### config.mk
export PLATFORM = sky130hd
export DESIGN_NAME = pixel_format_converter_core_flat
export DESIGN_NICKNAME = d
export VERILOG_FILES = /design/src/rtl/pfc_pkg.sv /design/src/rtl/pfc_if.sv /design/src/rtl/pfc_convert.sv /design/src/rtl/pixel_format_converter_core.sv /design/src/flat_wrapper.sv
export SDC_FILE = /design/constraint.sdc
export NUM_CORES = 1
export LEC_CHECK = 0
export ABC_AREA = 1
export ABC_CLOCK_PERIOD_IN_PS = 5420
export BUFFER_PORTS_ARGS = -buffer_cell sky130_fd_sc_hd__buf_2
export CORE_UTILIZATION = 28
export DETAILED_ROUTE_END_ITERATION = 12
export PLACE_DENSITY_LB_ADDON = 0.1
export SKIP_LAST_GASP = 1
export SYNTH_ARGS = -nofsm -noshare
export SYNTH_HDL_FRONTEND = slang
export SYNTH_SLANG_ARGS = --single-unit
export TNS_END_PERCENT = 100
### constraint.sdc
create_clock -name clk -period 5.42 [get_ports clk]
set_clock_uncertainty 0.05 [all_clocks]
set_input_delay 0.271 -clock clk [delete_from_list [all_inputs] [get_ports clk]]
set_output_delay 0.271 -clock clk [all_outputs]
set_load 0.01 [all_outputs]
### src/rtl/pfc_pkg.sv
// pfc_pkg: format codes, configuration register indexes and the conversion result type
// shared by the pixel format converter modules and channel interfaces; no dependencies
package pfc_pkg;

  localparam int unsigned PIXEL_W = 32;
  localparam int unsigned FMT_W   = 3;
  localparam int unsigned NBYTE_W = 3;
  localparam int unsigned CFG_IDX_W  = 1;
  localparam int unsigned CFG_DATA_W = 3;

  // configuration register indexes
  localparam logic [CFG_IDX_W-1:0] REG_SOURCE_FORMAT = 1'b0;
  localparam logic [CFG_IDX_W-1:0] REG_DEST_FORMAT   = 1'b1;

  typedef enum logic [FMT_W-1:0] {
    FMT_RGBA8888 = 3'd0,
    FMT_RGB888   = 3'd1,
    FMT_ARGB1555 = 3'd2,
    FMT_RGB565   = 3'd3,
    FMT_BGR888   = 3'd4
  } fmt_t;

  localparam logic [NBYTE_W-1:0] NBYTES_NONE = 3'd0;
  localparam logic [NBYTE_W-1:0] NBYTES_16   = 3'd2;
  localparam logic [NBYTE_W-1:0] NBYTES_24   = 3'd3;
  localparam logic [NBYTE_W-1:0] NBYTES_32   = 3'd4;

  localparam logic [7:0] ALPHA_OPAQUE = 8'hff;

  typedef struct packed {
    logic [PIXEL_W-1:0] pixel_out;
    logic [NBYTE_W-1:0] valid_bytes;
    logic               unsupported;
  } conv_result_t;

endpackage

### src/rtl/pfc_if.sv
// pfc_if: valid/ready channel interfaces for source pixels and converted pixels
// depends on pfc_pkg for field widths
interface pfc_in_if;
  logic                          valid;
  logic                          ready;
  logic [pfc_pkg::PIXEL_W-1:0]   pixel_in;
  logic                          last_pixel;

  modport source (output valid, output pixel_in, output last_pixel, input ready);
  modport sink (input valid, input pixel_in, input last_pixel, output ready);
endinterface

interface pfc_out_if;
  logic                          valid;
  logic                          ready;
  logic [pfc_pkg::PIXEL_W-1:0]   pixel_out;
  logic [pfc_pkg::NBYTE_W-1:0]   valid_bytes;
  logic                          unsupported;
  logic                          last_out;

  modport source (output valid, output pixel_out, output valid_bytes, output unsupported,
                  output last_out, input ready);
  modport sink (input valid, input pixel_out, input valid_bytes, input unsupported,
                input last_out, output ready);
endinterface

### src/rtl/pfc_convert.sv
// pfc_convert: combinational conversion of one pixel between the supported formats
// depends on pfc_pkg for format codes and the result struct
module pfc_convert (
  input  pfc_pkg::fmt_t                src_fmt,
  input  pfc_pkg::fmt_t                dst_fmt,
  input  logic [pfc_pkg::PIXEL_W-1:0]  pixel,
  output pfc_pkg::conv_result_t        result
);

  logic [15:0] c;
  logic [23:0] rgb_swap;
  logic [7:0]  r15, g15, b15;
  logic [7:0]  r565, g565, b565;
  logic [7:0]  rx, gx, bx;
  logic [7:0]  alpha1555;

  assign c        = pixel[15:0];
  assign rgb_swap = {pixel[7:0], pixel[15:8], pixel[23:16]};

  // 1555 fields shifted up, low bits zero
  assign r15 = {c[14:10], 3'b000};
  assign g15 = {c[9:5], 3'b000};
  assign b15 = {c[4:0], 3'b000};

  assign r565 = {c[15:11], 3'b000};
  assign g565 = {c[10:5], 2'b00};
  assign b565 = {c[4:0], 3'b000};

  // bit replication, used only for 1555 to rgba
  assign rx = {c[14:10], c[14:12]};
  assign gx = {c[9:5], c[9:7]};
  assign bx = {c[4:0], c[4:2]};
  assign alpha1555 = c[15] ? pfc_pkg::ALPHA_OPAQUE : 8'h00;

  always_comb begin
    result.pixel_out   = '0;
    result.valid_bytes = pfc_pkg::NBYTES_NONE;
    result.unsupported = 1'b1;
    unique case (src_fmt)
      pfc_pkg::FMT_RGBA8888: begin
        unique case (dst_fmt)
          pfc_pkg::FMT_RGBA8888: begin
            result = '{pixel, pfc_pkg::NBYTES_32, 1'b0};
          end
          pfc_pkg::FMT_RGB888: begin
            result = '{{8'h00, pixel[23:0]}, pfc_pkg::NBYTES_24, 1'b0};
          end
          pfc_pkg::FMT_BGR888: begin
            result = '{{8'h00, rgb_swap}, pfc_pkg::NBYTES_24, 1'b0};
          end
          default: ;
        endcase
      end
      pfc_pkg::FMT_RGB888: begin
        unique case (dst_fmt)
          pfc_pkg::FMT_RGBA8888: begin
            result = '{{pfc_pkg::ALPHA_OPAQUE, pixel[23:0]}, pfc_pkg::NBYTES_32, 1'b0};
          end
          pfc_pkg::FMT_RGB888: begin
            result = '{{8'h00, pixel[23:0]}, pfc_pkg::NBYTES_24, 1'b0};
          end
          pfc_pkg::FMT_BGR888: begin
            result = '{{8'h00, rgb_swap}, pfc_pkg::NBYTES_24, 1'b0};
          end
          default: ;
        endcase
      end
      pfc_pkg::FMT_ARGB1555: begin
        unique case (dst_fmt)
          pfc_pkg::FMT_RGBA8888: begin
            result = '{{alpha1555, rx, gx, bx}, pfc_pkg::NBYTES_32, 1'b0};
          end
          pfc_pkg::FMT_RGB888: begin
            result = '{{8'h00, r15, g15, b15}, pfc_pkg::NBYTES_24, 1'b0};
          end
          pfc_pkg::FMT_ARGB1555: begin
            result = '{{16'h0000, c}, pfc_pkg::NBYTES_16, 1'b0};
          end
          pfc_pkg::FMT_BGR888: begin
            result = '{{8'h00, b15, g15, r15}, pfc_pkg::NBYTES_24, 1'b0};
          end
          default: ;
        endcase
      end
      pfc_pkg::FMT_RGB565: begin
        unique case (dst_fmt)
          pfc_pkg::FMT_RGB888: begin
            result = '{{8'h00, r565, g565, b565}, pfc_pkg::NBYTES_24, 1'b0};
          end
          pfc_pkg::FMT_ARGB1555: begin
            // green lsb dropped, alpha set
            result = '{{16'h0000, 1'b1, c[15:6], c[4:0]}, pfc_pkg::NBYTES_16, 1'b0};
          end
          pfc_pkg::FMT_BGR888: begin
            result = '{{8'h00, b565, g565, r565}, pfc_pkg::NBYTES_24, 1'b0};
          end
          default: ;
        endcase
      end
      pfc_pkg::FMT_BGR888: begin
        unique case (dst_fmt)
          pfc_pkg::FMT_RGBA8888: begin
            result = '{{pfc_pkg::ALPHA_OPAQUE, rgb_swap}, pfc_pkg::NBYTES_32, 1'b0};
          end
          pfc_pkg::FMT_RGB888: begin
            result = '{{8'h00, rgb_swap}, pfc_pkg::NBYTES_24, 1'b0};
          end
          default: ;
        endcase
      end
      default: ;
    endcase
  end

endmodule

### src/rtl/pixel_format_converter_core.sv
// pixel_format_converter_core: top level, input register, converter and output register
// depends on pfc_pkg, pfc_if (channel interfaces) and pfc_convert

// Converts one pixel per clock between RGBA8888, RGB888, BGR888, ARGB1555 and RGB565,
// with source and destination formats taken from two configuration registers (index 0
// source, index 1 destination, codes 0..4; other codes and unlisted pairs give
// unsupported=1 with a zero pixel and zero valid bytes). Pixels enter and leave as
// little-endian words; bytes above valid_bytes are zero and last_out follows last_pixel.
// An item passes from acceptance through the input register and through the converter
// into the output register. Both stages advance together, so with the output taken every
// cycle the block accepts one pixel per clock. While a result waits at the output, the
// input register still takes one more item and then input ready drops; input ready
// follows output ready combinationally once both registers are full.
// Change the formats only while no pixel is in flight.
module pixel_format_converter_core (
  input  logic                                 clk,
  input  logic                                 rst,
  input  logic                                 cfg_wr_en,
  input  logic [pfc_pkg::CFG_IDX_W-1:0]        cfg_index,
  input  logic [pfc_pkg::CFG_DATA_W-1:0]       cfg_wdata,
  pfc_in_if.sink                               pix_in,
  pfc_out_if.source                            pix_out
);

  pfc_pkg::fmt_t               source_format;
  pfc_pkg::fmt_t               dest_format;

  logic                        s1_valid;
  logic [pfc_pkg::PIXEL_W-1:0] s1_pixel;
  logic                        s1_last;

  logic                        out_valid;
  pfc_pkg::conv_result_t       out_result;
  logic                        out_last;

  pfc_pkg::conv_result_t       conv;
  logic                        out_load;
  logic                        in_accept;

  // configuration
  always_ff @(posedge clk) begin
    if (rst) begin
      source_format <= pfc_pkg::FMT_RGBA8888;
      dest_format   <= pfc_pkg::FMT_RGBA8888;
    end else if (cfg_wr_en) begin
      unique case (cfg_index)
        pfc_pkg::REG_SOURCE_FORMAT: source_format <= pfc_pkg::fmt_t'(cfg_wdata);
        pfc_pkg::REG_DEST_FORMAT:   dest_format   <= pfc_pkg::fmt_t'(cfg_wdata);
        default: ;
      endcase
    end
  end

  assign out_load     = s1_valid && (!out_valid || pix_out.ready);
  assign pix_in.ready = !s1_valid || out_load;
  assign in_accept    = pix_in.valid && pix_in.ready;

  // input register
  always_ff @(posedge clk) begin
    if (rst) begin
      s1_valid <= 1'b0;
    end else if (pix_in.ready) begin
      s1_valid <= pix_in.valid;
    end
  end

  always_ff @(posedge clk) begin
    if (in_accept) begin
      s1_pixel <= pix_in.pixel_in;
      s1_last  <= pix_in.last_pixel;
    end
  end

  pfc_convert u_convert (
    .src_fmt (source_format),
    .dst_fmt (dest_format),
    .pixel   (s1_pixel),
    .result  (conv)
  );

  // output register
  always_ff @(posedge clk) begin
    if (rst) begin
      out_valid <= 1'b0;
    end else if (out_load) begin
      out_valid <= 1'b1;
    end else if (pix_out.ready) begin
      out_valid <= 1'b0;
    end
  end

  always_ff @(posedge clk) begin
    if (out_load) begin
      out_result <= conv;
      out_last   <= s1_last;
    end
  end

  assign pix_out.valid       = out_valid;
  assign pix_out.pixel_out   = out_result.pixel_out;
  assign pix_out.valid_bytes = out_result.valid_bytes;
  assign pix_out.unsupported = out_result.unsupported;
  assign pix_out.last_out    = out_last;

`ifndef SYNTHESIS
  a_unsupported_zero: assert property (@(posedge clk) disable iff (rst)
    out_valid && out_result.unsupported |->
      out_result.pixel_out == '0 && out_result.valid_bytes == pfc_pkg::NBYTES_NONE)
    else $error("unsupported result carries data");

  a_supported_size: assert property (@(posedge clk) disable iff (rst)
    out_valid && !out_result.unsupported |->
      out_result.valid_bytes == pfc_pkg::NBYTES_16 ||
      out_result.valid_bytes == pfc_pkg::NBYTES_24 ||
      out_result.valid_bytes == pfc_pkg::NBYTES_32)
    else $error("supported result with bad byte count");

  a_upper_bytes_zero: assert property (@(posedge clk) disable iff (rst)
    out_valid && out_result.valid_bytes != pfc_pkg::NBYTES_32 |->
      out_result.pixel_out[31:24] == 8'h00 &&
      (out_result.valid_bytes == pfc_pkg::NBYTES_24 || out_result.pixel_out[23:16] == 8'h00))
    else $error("bytes above the pixel size are not zero");

  a_stall_holds_stage: assert property (@(posedge clk) disable iff (rst)
    s1_valid && !out_load |=> s1_valid && $stable(s1_pixel) && $stable(s1_last))
    else $error("input stage lost or changed a stalled item");
`endif

endmodule

### src/flat_wrapper.sv
// flat-port wrapper written by rule: the top's interface ports become plain ports
module pixel_format_converter_core_flat 
  (clk, rst, cfg_wr_en, cfg_index, cfg_wdata, pix_in_valid, pix_in_pixel_in, pix_in_last_pixel, pix_in_ready, pix_out_valid, pix_out_pixel_out, pix_out_valid_bytes, pix_out_unsupported, pix_out_last_out, pix_out_ready);
  pfc_in_if pix_in_i ();
  pfc_out_if pix_out_i ();
  input  logic clk;
  input  logic rst;
  input  logic cfg_wr_en;
  input  logic [pfc_pkg::CFG_IDX_W-1:0] cfg_index;
  input  logic [pfc_pkg::CFG_DATA_W-1:0] cfg_wdata;
  input wire logic [$bits(pix_in_i.valid)-1:0] pix_in_valid;
  input wire logic [$bits(pix_in_i.pixel_in)-1:0] pix_in_pixel_in;
  input wire logic [$bits(pix_in_i.last_pixel)-1:0] pix_in_last_pixel;
  output wire logic [$bits(pix_in_i.ready)-1:0] pix_in_ready;
  output wire logic [$bits(pix_out_i.valid)-1:0] pix_out_valid;
  output wire logic [$bits(pix_out_i.pixel_out)-1:0] pix_out_pixel_out;
  output wire logic [$bits(pix_out_i.valid_bytes)-1:0] pix_out_valid_bytes;
  output wire logic [$bits(pix_out_i.unsupported)-1:0] pix_out_unsupported;
  output wire logic [$bits(pix_out_i.last_out)-1:0] pix_out_last_out;
  input wire logic [$bits(pix_out_i.ready)-1:0] pix_out_ready;
  assign pix_in_i.valid = pix_in_valid;
  assign pix_in_i.pixel_in = pix_in_pixel_in;
  assign pix_in_i.last_pixel = pix_in_last_pixel;
  assign pix_in_ready = pix_in_i.ready;
  assign pix_out_valid = pix_out_i.valid;
  assign pix_out_pixel_out = pix_out_i.pixel_out;
  assign pix_out_valid_bytes = pix_out_i.valid_bytes;
  assign pix_out_unsupported = pix_out_i.unsupported;
  assign pix_out_last_out = pix_out_i.last_out;
  assign pix_out_i.ready = pix_out_ready;
  pixel_format_converter_core u_core (.clk(clk), .rst(rst), .cfg_wr_en(cfg_wr_en), .cfg_index(cfg_index), .cfg_wdata(cfg_wdata), .pix_in(pix_in_i), .pix_out(pix_out_i));
endmodule
==> results of run 1 <==
-- per-stage QoR --
| stage | cell area (µm²) | setup WS, ps |
|---|---|---|
| 6_report | 4810 | 2910 |
| 5_1_grt | 4810 | 2719 |
| 4_1_cts | 4810 | 2979 |
| 3_5_place_dp | 4503 | 2979 |
| 3_3_place_gp | 4503 | 3036 |
| 2_1_floorplan | 4004 | 2717 |
-- per-layer routing --
metal	vias to the layer above	track usage [%]	routed length (µm)
li1	1700	-	-
met2	147	24.36	5100
met5	-	0	0
met3	16	4.073	733
met4	0	7.022	241
met1	1612	23.21	5577
-- worst max path at each step --
stage	from	end	slack (ps)	depth (start not counted)
5_1_grt	u_core.dest_format[2]	u_core.pix_out.unsupported	2720	6
6_report	u_core.dest_format[2]	u_core.pix_out.pixel_out[1]	2910	5
4_1_cts	u_core.dest_format[2]	u_core.pix_out.pixel_out[1]	2980	5
2_1_floorplan	u_core.pix_out.valid	u_core.pix_out.last_out	2720	1
3_5_place_dp	u_core.dest_format[2]	u_core.pix_out.pixel_out[1]	2980	5
3_3_place_gp	u_core.dest_format[2]	u_core.pix_out.pixel_out[1]	3040	5
-- logic make-up (layout without fill, tap and decap cells) --
kind of cell	after synthesis	count (layout)	share of synthesized area [%]
compound gates	73	73	9.687
flops	78	78	56.50
simple gates	236	236	25.81
buf+inv	67	142	8.000
-- report_power, final --
group | switching (µW) | total (µW) | internal, µW
Clock | 222 | 621 | 400
Combinational | 161 | 236 | 75.3
Sequential | 31.2 | 741 | 710
-- critical path, cell delays in order (launching register included) --
cell,delay [ps]
dfxtp_1,970
nor2_1,440
nand2_1,400
nor2_1,90
o21ai_0,180
nand3_1,100
-- final cells by class --
type,instances,area (µm²)
repair buffers,82,415.4
flip-flops and latches,78,2262
well taps,180,225.2
clock inverters,5,73.82
multi-input cells,309,1435
inverters,44,165.2
clock buffers,11,232.7
fillers,1462,9125
-- sequential cells by signal (all words and copies together) (netlist names) --
name	cells
u_core.dest_format	3
u_core.pix_out.last_out	1
u_core.pix_out.pixel_out	32
u_core.pix_out.unsupported	1
u_core.pix_out.valid	1
u_core.pix_out.valid_bytes	3
u_core.s1_last	1
u_core.s1_pixel	32
u_core.s1_valid	1
u_core.source_format	3
-- layout by cell type (no fill, tap or decap) --
| master | instances |
|---|---|
| nor2_4 | 2 |
| nor3_1 | 12 |
| nor3_2 | 1 |
| o211ai_1 | 3 |
| clkbuf_1 | 2 |
| inv_1 | 41 |
| clkbuf_16 | 9 |
| nor2_2 | 2 |
| inv_2 | 3 |
| nand2_2 | 4 |
| a211oi_1 | 6 |
| bufinv_16 | 2 |
| a21oi_1 | 27 |
| edfxtp_1 | 70 |
| a21oi_4 | 1 |
| clkinv_1 | 1 |
| buf_2 | 80 |
| nor2_1 | 39 |
| o21ai_0 | 31 |
| dfxtp_1 | 8 |
| nand3_1 | 71 |
| o21ai_1 | 5 |
| buf_4 | 2 |
| nand2_1 | 101 |
| clkinv_2 | 2 |
| nand4_1 | 4 |
==> flow_summary.json, run 1 <==
{
  "htreeDepth": 3,
  "required_ps": 5450,
  "synth.most_common_cell": "nand2_1",
  "buffer_ports.inserted": 80,
  "postSynth.asyncResetShare_pct": 0,
  "synth_top_area_cell": "edfxtp_1",
  "hold_slack_ps": 52.33,
  "fin_cells": 709,
  "r2r_end": "u_core.pix_out.pixel_out[1]",
  "total_cts_buffers": 9,
  "fin_crit_ps": 2510,
  "track_usage_pct": 16.62,
  "detail_route.drc_violations": 0,
  "status": "complete, no violations",
  "grt_pass1_wl_mm": 18.08,
  "cts.repair.resized": 0,
  "grt_max_degree": 38,
  "cell_area_synth_um2": 4004,
  "relSlewSlack_pct": 30.39,
  "rr_startpoint": "u_core.dest_format[2]",
  "die_w_um": 121.6,
  "detail_route.vias_per_cell": 4.901,
  "worst_skew_pair.late_latency_ps": 340,
  "finalSetupViolations": 0,
  "min_delay_worst_endpoint": "u_core.s1_pixel[11]",
  "holdBufCountCts": 0,
  "post-place-cells": 693,
  "final_count_of_pins_violating_max_slew": 0,
  "setup.reg_to_reg.worst_slack_ps": 2910,
  "register_area_share_after_synthesis_pct": 56.50,
  "fin_crit_sh_pct": 46.30,
  "crit_path_end_kind": "flip-flop",
  "setup_tns_ps": 0,
  "detailedRoute.firstIterationViolations": 349,
  "totalWireLength_mm": 11.65,
  "post-layout-total-power_uw": 1599,
  "netlist_top_cells_count": "101 x nand2_1, 71 x nand3_1, 70 x edfxtp_1, 41 x inv_1, 40 x nor2_1",
  "finalCoreUtilization_pct": 34.52,
  "worst_slew_pin_slew_ps": 1043,
  "leakagePower_uw": 0.002117,
  "cts-root-buf": "clkbuf_16",
  "avgSynthCellArea_um2": 8.819,
  "cts.reportedPaths.clkPinSlew_ps": 60,
  "finalHoldViolations": 0,
  "holdCritPathClass": "in2reg",
  "worst_ir_drop_vdd_mv": 0.1601,
  "tritoncts": "built",
  "drt-pass1-iter-count": 5,
  "grt_overflow_total": 0,
  "synth-main-ff-cell": "edfxtp_1",
  "post_synth_main_area_contributors": "edfxtp_1 53%, nand2_1 9.5%, nand3_1 8.9%",
  "dieHeight_um": 121.6,
  "yosys_synthesis_warning_count": 0,
  "min_from": "pix_in_pixel_in[11]",
  "power_density_nw_per_um2": 332.4,
  "synth_enable_flop_cells": 70,
  "clock_buffer_depth": 2,
  "finish.net_count": 566,
  "setup_repair_after_global_routing_missed_its_margin": "no",
  "layout-area-overhead-vs-synth_pct": 20.12,
  "drv_cap": 0,
  "detailedPlacementHpwl_mm": 8.210,
  "timing.reg2reg.worst_path_depth": 5,
  "post_synth_cell_types": 22,
  "core_area_um2": 13930,
  "worst_setup_path_start_kind": "flip-flop",
  "first_global_vias": 3247,
  "timing.setup.critical_path_class": "reg2reg",
  "avgRoutedWirePerCell_um": 16.44,
  "min_path_cells": 1,
  "num_antenna_cells": 0,
  "dieArea_um2": 14780,
  "layout-drive-gt1-share_pct": 20.42,
  "post-cts-setup-buffer-count": 0,
  "worstPathArrival_ps": 2540,
  "final_antenna_net_count": 0,
  "placement_rows": 43,
  "worstPathMaxFanout": 26,
  "io_pins": 81,
  "maxClockFrequency_mhz": 398.5,
  "synth_top_cell_area_share_pct": 52.50,
  "clock_sinks": 78,
  "syn-num-nets": 496,
  "synth.ff_latch_count": 78,
  "finalWeightedCongestion": 0.8701,
  "initial_antenna_violation_count": 0,
  "syn-instance-count": 454,
  "initial_utilization_pct": 28.73,
  "routed-via-count": 3475
}
(Power assumes the default switching activity.)
==> inputs of run 2 (changes only) <==
- ABC_AREA: 1 -> 0
- ABC_CLOCK_PERIOD_IN_PS: 5420 -> 2100
- clock period: 5.42 -> 2.1 ns (I/O delays scaled with it)
==> run 2 against run 1 <==
Design area rose by 13%. Maximum frequency grew 26%. Combinational power up 150%. Sequential share of layout area shrank 5.6 points. Clock power rose to 2.8 times the previous value. Die area decreased by 0.53%. Largest power group unchanged.
==> flow_summary.json, run 2 <==
{
  "layout-drive-gt1-share_pct": 28.25,
  "finalSetupViolations": 0,
  "synth_enable_flop_cells": 70,
  "avgRoutedWirePerCell_um": 17.47,
  "required_ps": 2150,
  "tritoncts": "built",
  "drt-pass1-iter-count": 5,
  "setup_tns_ps": 0,
  "io_pins": 81,
  "crit_chain": "buf_4 -> o311a_1 -> o21a_1 -> a221o_1",
  "worst_setup_path_start_kind": "flip-flop",
  "fin_cells": 665,
  "netlist_top_cells_count": "70 x edfxtp_1, 37 x a21oi_1, 26 x o21ai_0, 16 x nor2_1, 15 x nand2b_1",
  "fillerInstances": 1408,
  "regArea_um2": 2262,
  "yosys_synthesis_warning_count": 0,
  "synth_top_area_cell": "edfxtp_1",
  "worst_ir_drop_vdd_mv": 0.5082,
  "crit_path_end_kind": "flip-flop",
  "worstPathArrival_ps": 2040,
  "relSlewSlack_pct": 60.70,
  "final_count_of_pins_violating_max_slew": 0,
  "yosys.area_share.xor_xnor_pct": 0.2199,
  "detail_route.drc_violations": 0,
  "worstPathMaxFanout": 18,
  "core_area_um2": 13880,
  "totalWireLength_mm": 11.62,
  "cts.reportedPaths.clkPinSlew_ps": 70,
  "syn-num-nets": 391,
  "routed-via-count": 3355,
  "finalInstanceArea_um2": 5456,
  "post-cts-setup-buffer-count": 0,
  "status": "complete, no violations",
  "dieArea_um2": 14700,
  "placement.setup.worst_slack_ps": 140.8,
  "layout-area-overhead-vs-synth_pct": 37.01,
  "setup_repair_after_global_routing_missed_its_margin": "no",
  "fin_crit_sh_pct": 94.76,
  "detailedPlacementHpwl_mm": 8.116,
  "detail_route.vias_per_cell": 5.045,
  "placed_cell_area_um2": 4697,
  "post_synth_cell_types": 48,
  "finalWeightedCongestion": 0.8403,
  "post_synth_fa_ha_maj_area_fraction_pct": 0.2513,
  "post_synth_mux_area_share_pct": 1.382,
  "initial_utilization_pct": 28.69,
  "buffer_ports.inserted": 80,
  "synth.ff_latch_count": 78,
  "simple_gate_fraction_of_synth_area_pct": 14.95,
  "final_antenna_net_count": 0,
  "maxClockFrequency_mhz": 502.5,
  "fin_crit_ps": 1990,
  "critPathMaxStageDelay_ps": 520,
  "grt_pass1_wl_mm": 18.14,
  "grt_max_degree": 38,
  "worst_skew_pair.late_latency_ps": 350,
  "dieHeight_um": 121.3,
  "register_area_share_after_synthesis_pct": 56.80,
  "post-place-cells": 607,
  "crit_path_top_delay_cell": "o311a_1",
  "commonest_non_fill_non_tap_cell_in_the_layout": "buf_2",
  "placement_rows": 43,
  "finalCoreUtilization_pct": 39.31,
  "clock_buffer_depth": 2,
  "synth.most_common_cell": "edfxtp_1",
  "leakagePower_uw": 0.002139,
  "post_synth_main_area_contributors": "edfxtp_1 53%, a21oi_1 4.6%, dfxtp_1 4.0%",
  "clock_sinks": 78,
  "total_cts_buffers": 9,
  "synth_top_cell_area_share_pct": 52.78,
  "finalHoldViolations": 0,
  "htreeDepth": 3,
  "synth-main-ff-cell": "edfxtp_1",
  "multi_input_area_um2": 1568,
  "num_antenna_cells": 0,
  "synth_compound_area_share_pct": 22.24,
  "post-route-worst-setup-slack_ps": 110.0,
  "track_usage_pct": 16.82,
  "synth_top_family_by_area": "compound AO/OA/AOI/OAI gates",
  "die_w_um": 121.3,
  "drv_cap": 0,
  "most_frequent_cells_in_the_layout": "80 x buf_2, 70 x edfxtp_1, 42 x dlygate4sd3_1",
  "postSynth.asyncResetShare_pct": 0,
  "finish.net_count": 522,
  "holdCritPathClass": "in2reg",
  "cts-root-buf": "clkbuf_16",
  "worst_slew_pin_slew_ps": 585.1,
  "timing.setup.critical_path_class": "reg2reg",
  "syn-instance-count": 349,
  "cell_area_synth_um2": 3983,
  "detailedRoute.firstIterationViolations": 166,
  "initial_antenna_violation_count": 0,
  "grt_overflow_total": 0,
  "avgSynthCellArea_um2": 11.41,
  "power_density_nw_per_um2": 769.6,
  "first_global_vias": 3332
}
## run 2: worst max-delay path: cells and delay by family (launching register included)
family | cells | cell delay, ps
AO/OA/AOI/OAI | 3 | 960
flip-flops | 1 | 460
buffers and inverters | 1 | 280
## run 2: timing repair
item,in CTS,in global routing
endpoints found under the hold margin,41,0
gates resized for setup,0,1
setup endpoints to repair,0,2
hold buffers,42,0
## run 2: through the flow
step | hold WS [ps] | total power, µW
2_1_floorplan | 153.9 | 2229
3_3_place_gp | 232.2 | 2456
3_5_place_dp | 233.1 | 2459
4_1_cts | 13.49 | 4250
5_1_grt | 16.72 | 4372
6_report | 22.08 | 4199
## run 2: final timing paths
| kind | slack [ps] | endpoint | start | cells after the start |
|---|---|---|---|---|
| max | 110 | u_core.pix_out.pixel_out[10] | u_core.dest_format[2] | 4 |
| min | 20 | u_core.dest_format[1] | cfg_index | 3 |
| max reg2reg | 110 | u_core.pix_out.pixel_out[10] | u_core.dest_format[2] | 4 |
| min reg2reg | 370 | u_core.pix_out.last_out | u_core.s1_last | 0 |
## run 2: per-layer routing
metal	routed length, µm	vias to the layer above	track usage, %
met5	0	-	0
li1	-	1611	-
met3	588	22	4.840
met2	5371	88	26.14
met4	223	0	6.019
met1	5436	1634	22.17
## run 2: layout make-up
type | instances | share of cell area, %
timing repair buffer | 151 | 19.49
clock buffer | 11 | 4.632
inverter | 1 | 0.06879
sequential | 78 | 41.46
tap | 180 | 4.127
multi-input combinational | 239 | 28.73
clock inverter | 5 | 1.490
## run 2: power breakdown
group          switching, µW  total, µW  internal [µW]  leakage, µW
clock network            609       1710           1100     0.000162
registers               82.3       1900           1820     0.000739
logic                    295        587            293      0.00124
## run 2: kinds of logic after synthesis
kind of cell | count (synthesis)
and+or+nand+nor | 101
buffers and inverters | 32
DFF | 78
AOI/OAI and AO/OA | 131
adders and majority gates | 1
xor gates and xnor gates | 1
muxes | 5
==> inputs of run 3 (changes only) <==
- ABC_CLOCK_PERIOD_IN_PS: 2100 -> 2580
- SLEW_MARGIN: default -> 30
- clock period: 2.1 -> 2.58 ns (I/O delays scaled with it)
==> run 3 against run 2 <==
Clock power decreased by 23%. Clock-buffer cell count is the same. Highest routed layer unchanged. First-iteration DRC count is 4.2% lower. Cell count shrank 2.3%. Global-route usage down 0.40 points. Critical endpoint is now u_core.pix_out.pixel_out[6]. Combinational power decreased by 22%.
==> flow_summary.json, run 3 (synthesized netlist as in run 2, its figures left out) <==
{
  "status": "complete, no violations",
  "worst_setup_path_start_kind": "flip-flop",
  "crit_path_top_delay_cell": "dfxtp_1",
  "placement.setup.worst_slack_ps": 379.5,
  "leakagePower_uw": 0.002040,
  "cts.reportedPaths.clkPinSlew_ps": 60,
  "worstPathBufferInverterCount": 1,
  "routed-via-count": 3304,
  "track_usage_pct": 16.42,
  "cell_type_group_with_the_largest_total_delay_on_the_critical_path": "compound AO/OA/AOI/OAI gates",
  "final_antenna_net_count": 0,
  "timing.setup.critical_path_class": "reg2reg",
  "most_frequent_cells_in_the_layout": "80 x buf_2, 70 x edfxtp_1, 40 x dlygate4sd3_1",
  "finalCoreUtilization_pct": 38.06,
  "critPathMaxStageDelay_ps": 560,
  "cts-root-buf": "clkbuf_16",
  "clock_buffer_depth": 2,
  "cts.repair.resized": 0,
  "power_density_nw_per_um2": 629.4,
  "core_area_um2": 13880,
  "grt_pass1_wl_mm": 17.45,
  "first_global_vias": 3253,
  "die_w_um": 121.3,
  "worstPathArrival_ps": 2350,
  "drv_cap": 0,
  "layout-area-overhead-vs-synth_pct": 32.64,
  "clock_sinks": 78,
  "finish.net_count": 507,
  "holdCritPathClass": "in2reg",
  "grt_max_degree": 38,
  "fin_crit_ps": 2193,
  "required_ps": 2730,
  "detail_route.drc_violations": 0,
  "htreeDepth": 3,
  "post-cts-setup-buffer-count": 0,
  "holdBufCountCts": 40,
  "post-route-worst-setup-slack_ps": 386.6,
  "final_count_of_pins_violating_max_slew": 0,
  "relSlewSlack_pct": 56.21,
  "setup_tns_ps": 0,
  "finalWeightedCongestion": 0.8140,
  "initial_utilization_pct": 28.69,
  "crit_path_end_kind": "flip-flop",
  "maxClockFrequency_mhz": 455.9,
  "initial_antenna_violation_count": 0,
  "worst_slew_pin_slew_ps": 656.0,
  "grt_overflow_total": 0,
  "buffer_ports.inserted": 80,
  "avgRoutedWirePerCell_um": 17.61,
  "totalWireLength_mm": 11.45,
  "worst_skew_pair.late_latency_ps": 350,
  "setup_repair_after_global_routing_missed_its_margin": "no",
  "io_pins": 81,
  "fin_crit_sh_pct": 85.02,
  "worstPathMaxFanout": 24,
  "tritoncts": "built",
  "crit_chain": "buf_4 -> nor2b_1 -> o311a_1 -> o21ai_0 -> nand3_1",
  "placement_rows": 43,
  "commonest_non_fill_non_tap_cell_in_the_layout": "buf_2",
  "worst_ir_drop_vdd_mv": 0.3513,
  "num_antenna_cells": 0,
  "finalSetupViolations": 0,
  "drt-pass1-iter-count": 4,
  "detailedRoute.firstIterationViolations": 159,
  "dieArea_um2": 14700,
  "detailedPlacementHpwl_mm": 7.812,
  "finalHoldViolations": 0,
  "dieHeight_um": 121.3,
  "layout-drive-gt1-share_pct": 25.74,
  "total_cts_buffers": 9,
  "detail_route.vias_per_cell": 5.083
}
## run 3: cell count changes in the layout (fill, tap and decap cells not counted)
cell	before	now
buf_4	27	16
buf_12	2	0
clkbuf_1	0	2
clkbuf_8	2	0
clkinv_2	1	3
dlygate4sd3_1	42	40
clkinv_4	1	0
clkinvlp_4	1	0
nor3b_1	3	4
nor3b_2	1	0
## run 3: tightest hold or removal path, stage by stage
cell and delay [ps]:
buf_2 120, nand3_1 80, a21oi_1 50
## run 3: per-layer routing
| metal | GRT usage [%] | part of all wire, % |
|---|---|---|
| met5 | 0 | 0 |
| met4 | 7.099 | 2.0 |
| met3 | 5.216 | 6.0 |
| met2 | 25.61 | 47 |
| met1 | 20.80 | 45 |
## run 3: path summary, 6_finish.rpt
check	to	slack, ps	start	depth (start not counted)
min reg2reg	u_core.pix_out.last_out	370	u_core.s1_last	0
max	u_core.pix_out.pixel_out[6]	390	u_core.dest_format[0]	5
max reg2reg	u_core.pix_out.pixel_out[6]	390	u_core.dest_format[0]	5
min	u_core.dest_format[2]	40	cfg_wr_en	3
## run 3: cell type report
cell class	count	area [µm²]
well taps	180	225.2
inverters	1	3.754
repair buffers	136	920.9
multi-input cells	239	1563
fillers	1411	8598
flip-flops and latches	78	2262
clock inverters	5	75.07
clock buffers	11	232.7
## run 3: metrics by stage
step	cell area, µm²	cells	power (µW)	hold slack, ps
floorplan	3985	349	1814	177.9
global placement	4574	594	1981	256.1
detailed placement	4574	594	1983	257.1
CTS	5283	650	3370	21.69
global route	5283	650	3470	46.48
finish	5283	650	3325	39.30
## run 3: where the power goes
part | total, µW | internal [µW] | leakage [µW] | switching (µW)
Sequential | 1550 | 1480 | 0.000739 | 68.7
Clock | 1320 | 842 | 0.000153 | 481
Combinational | 455 | 221 | 0.00115 | 234
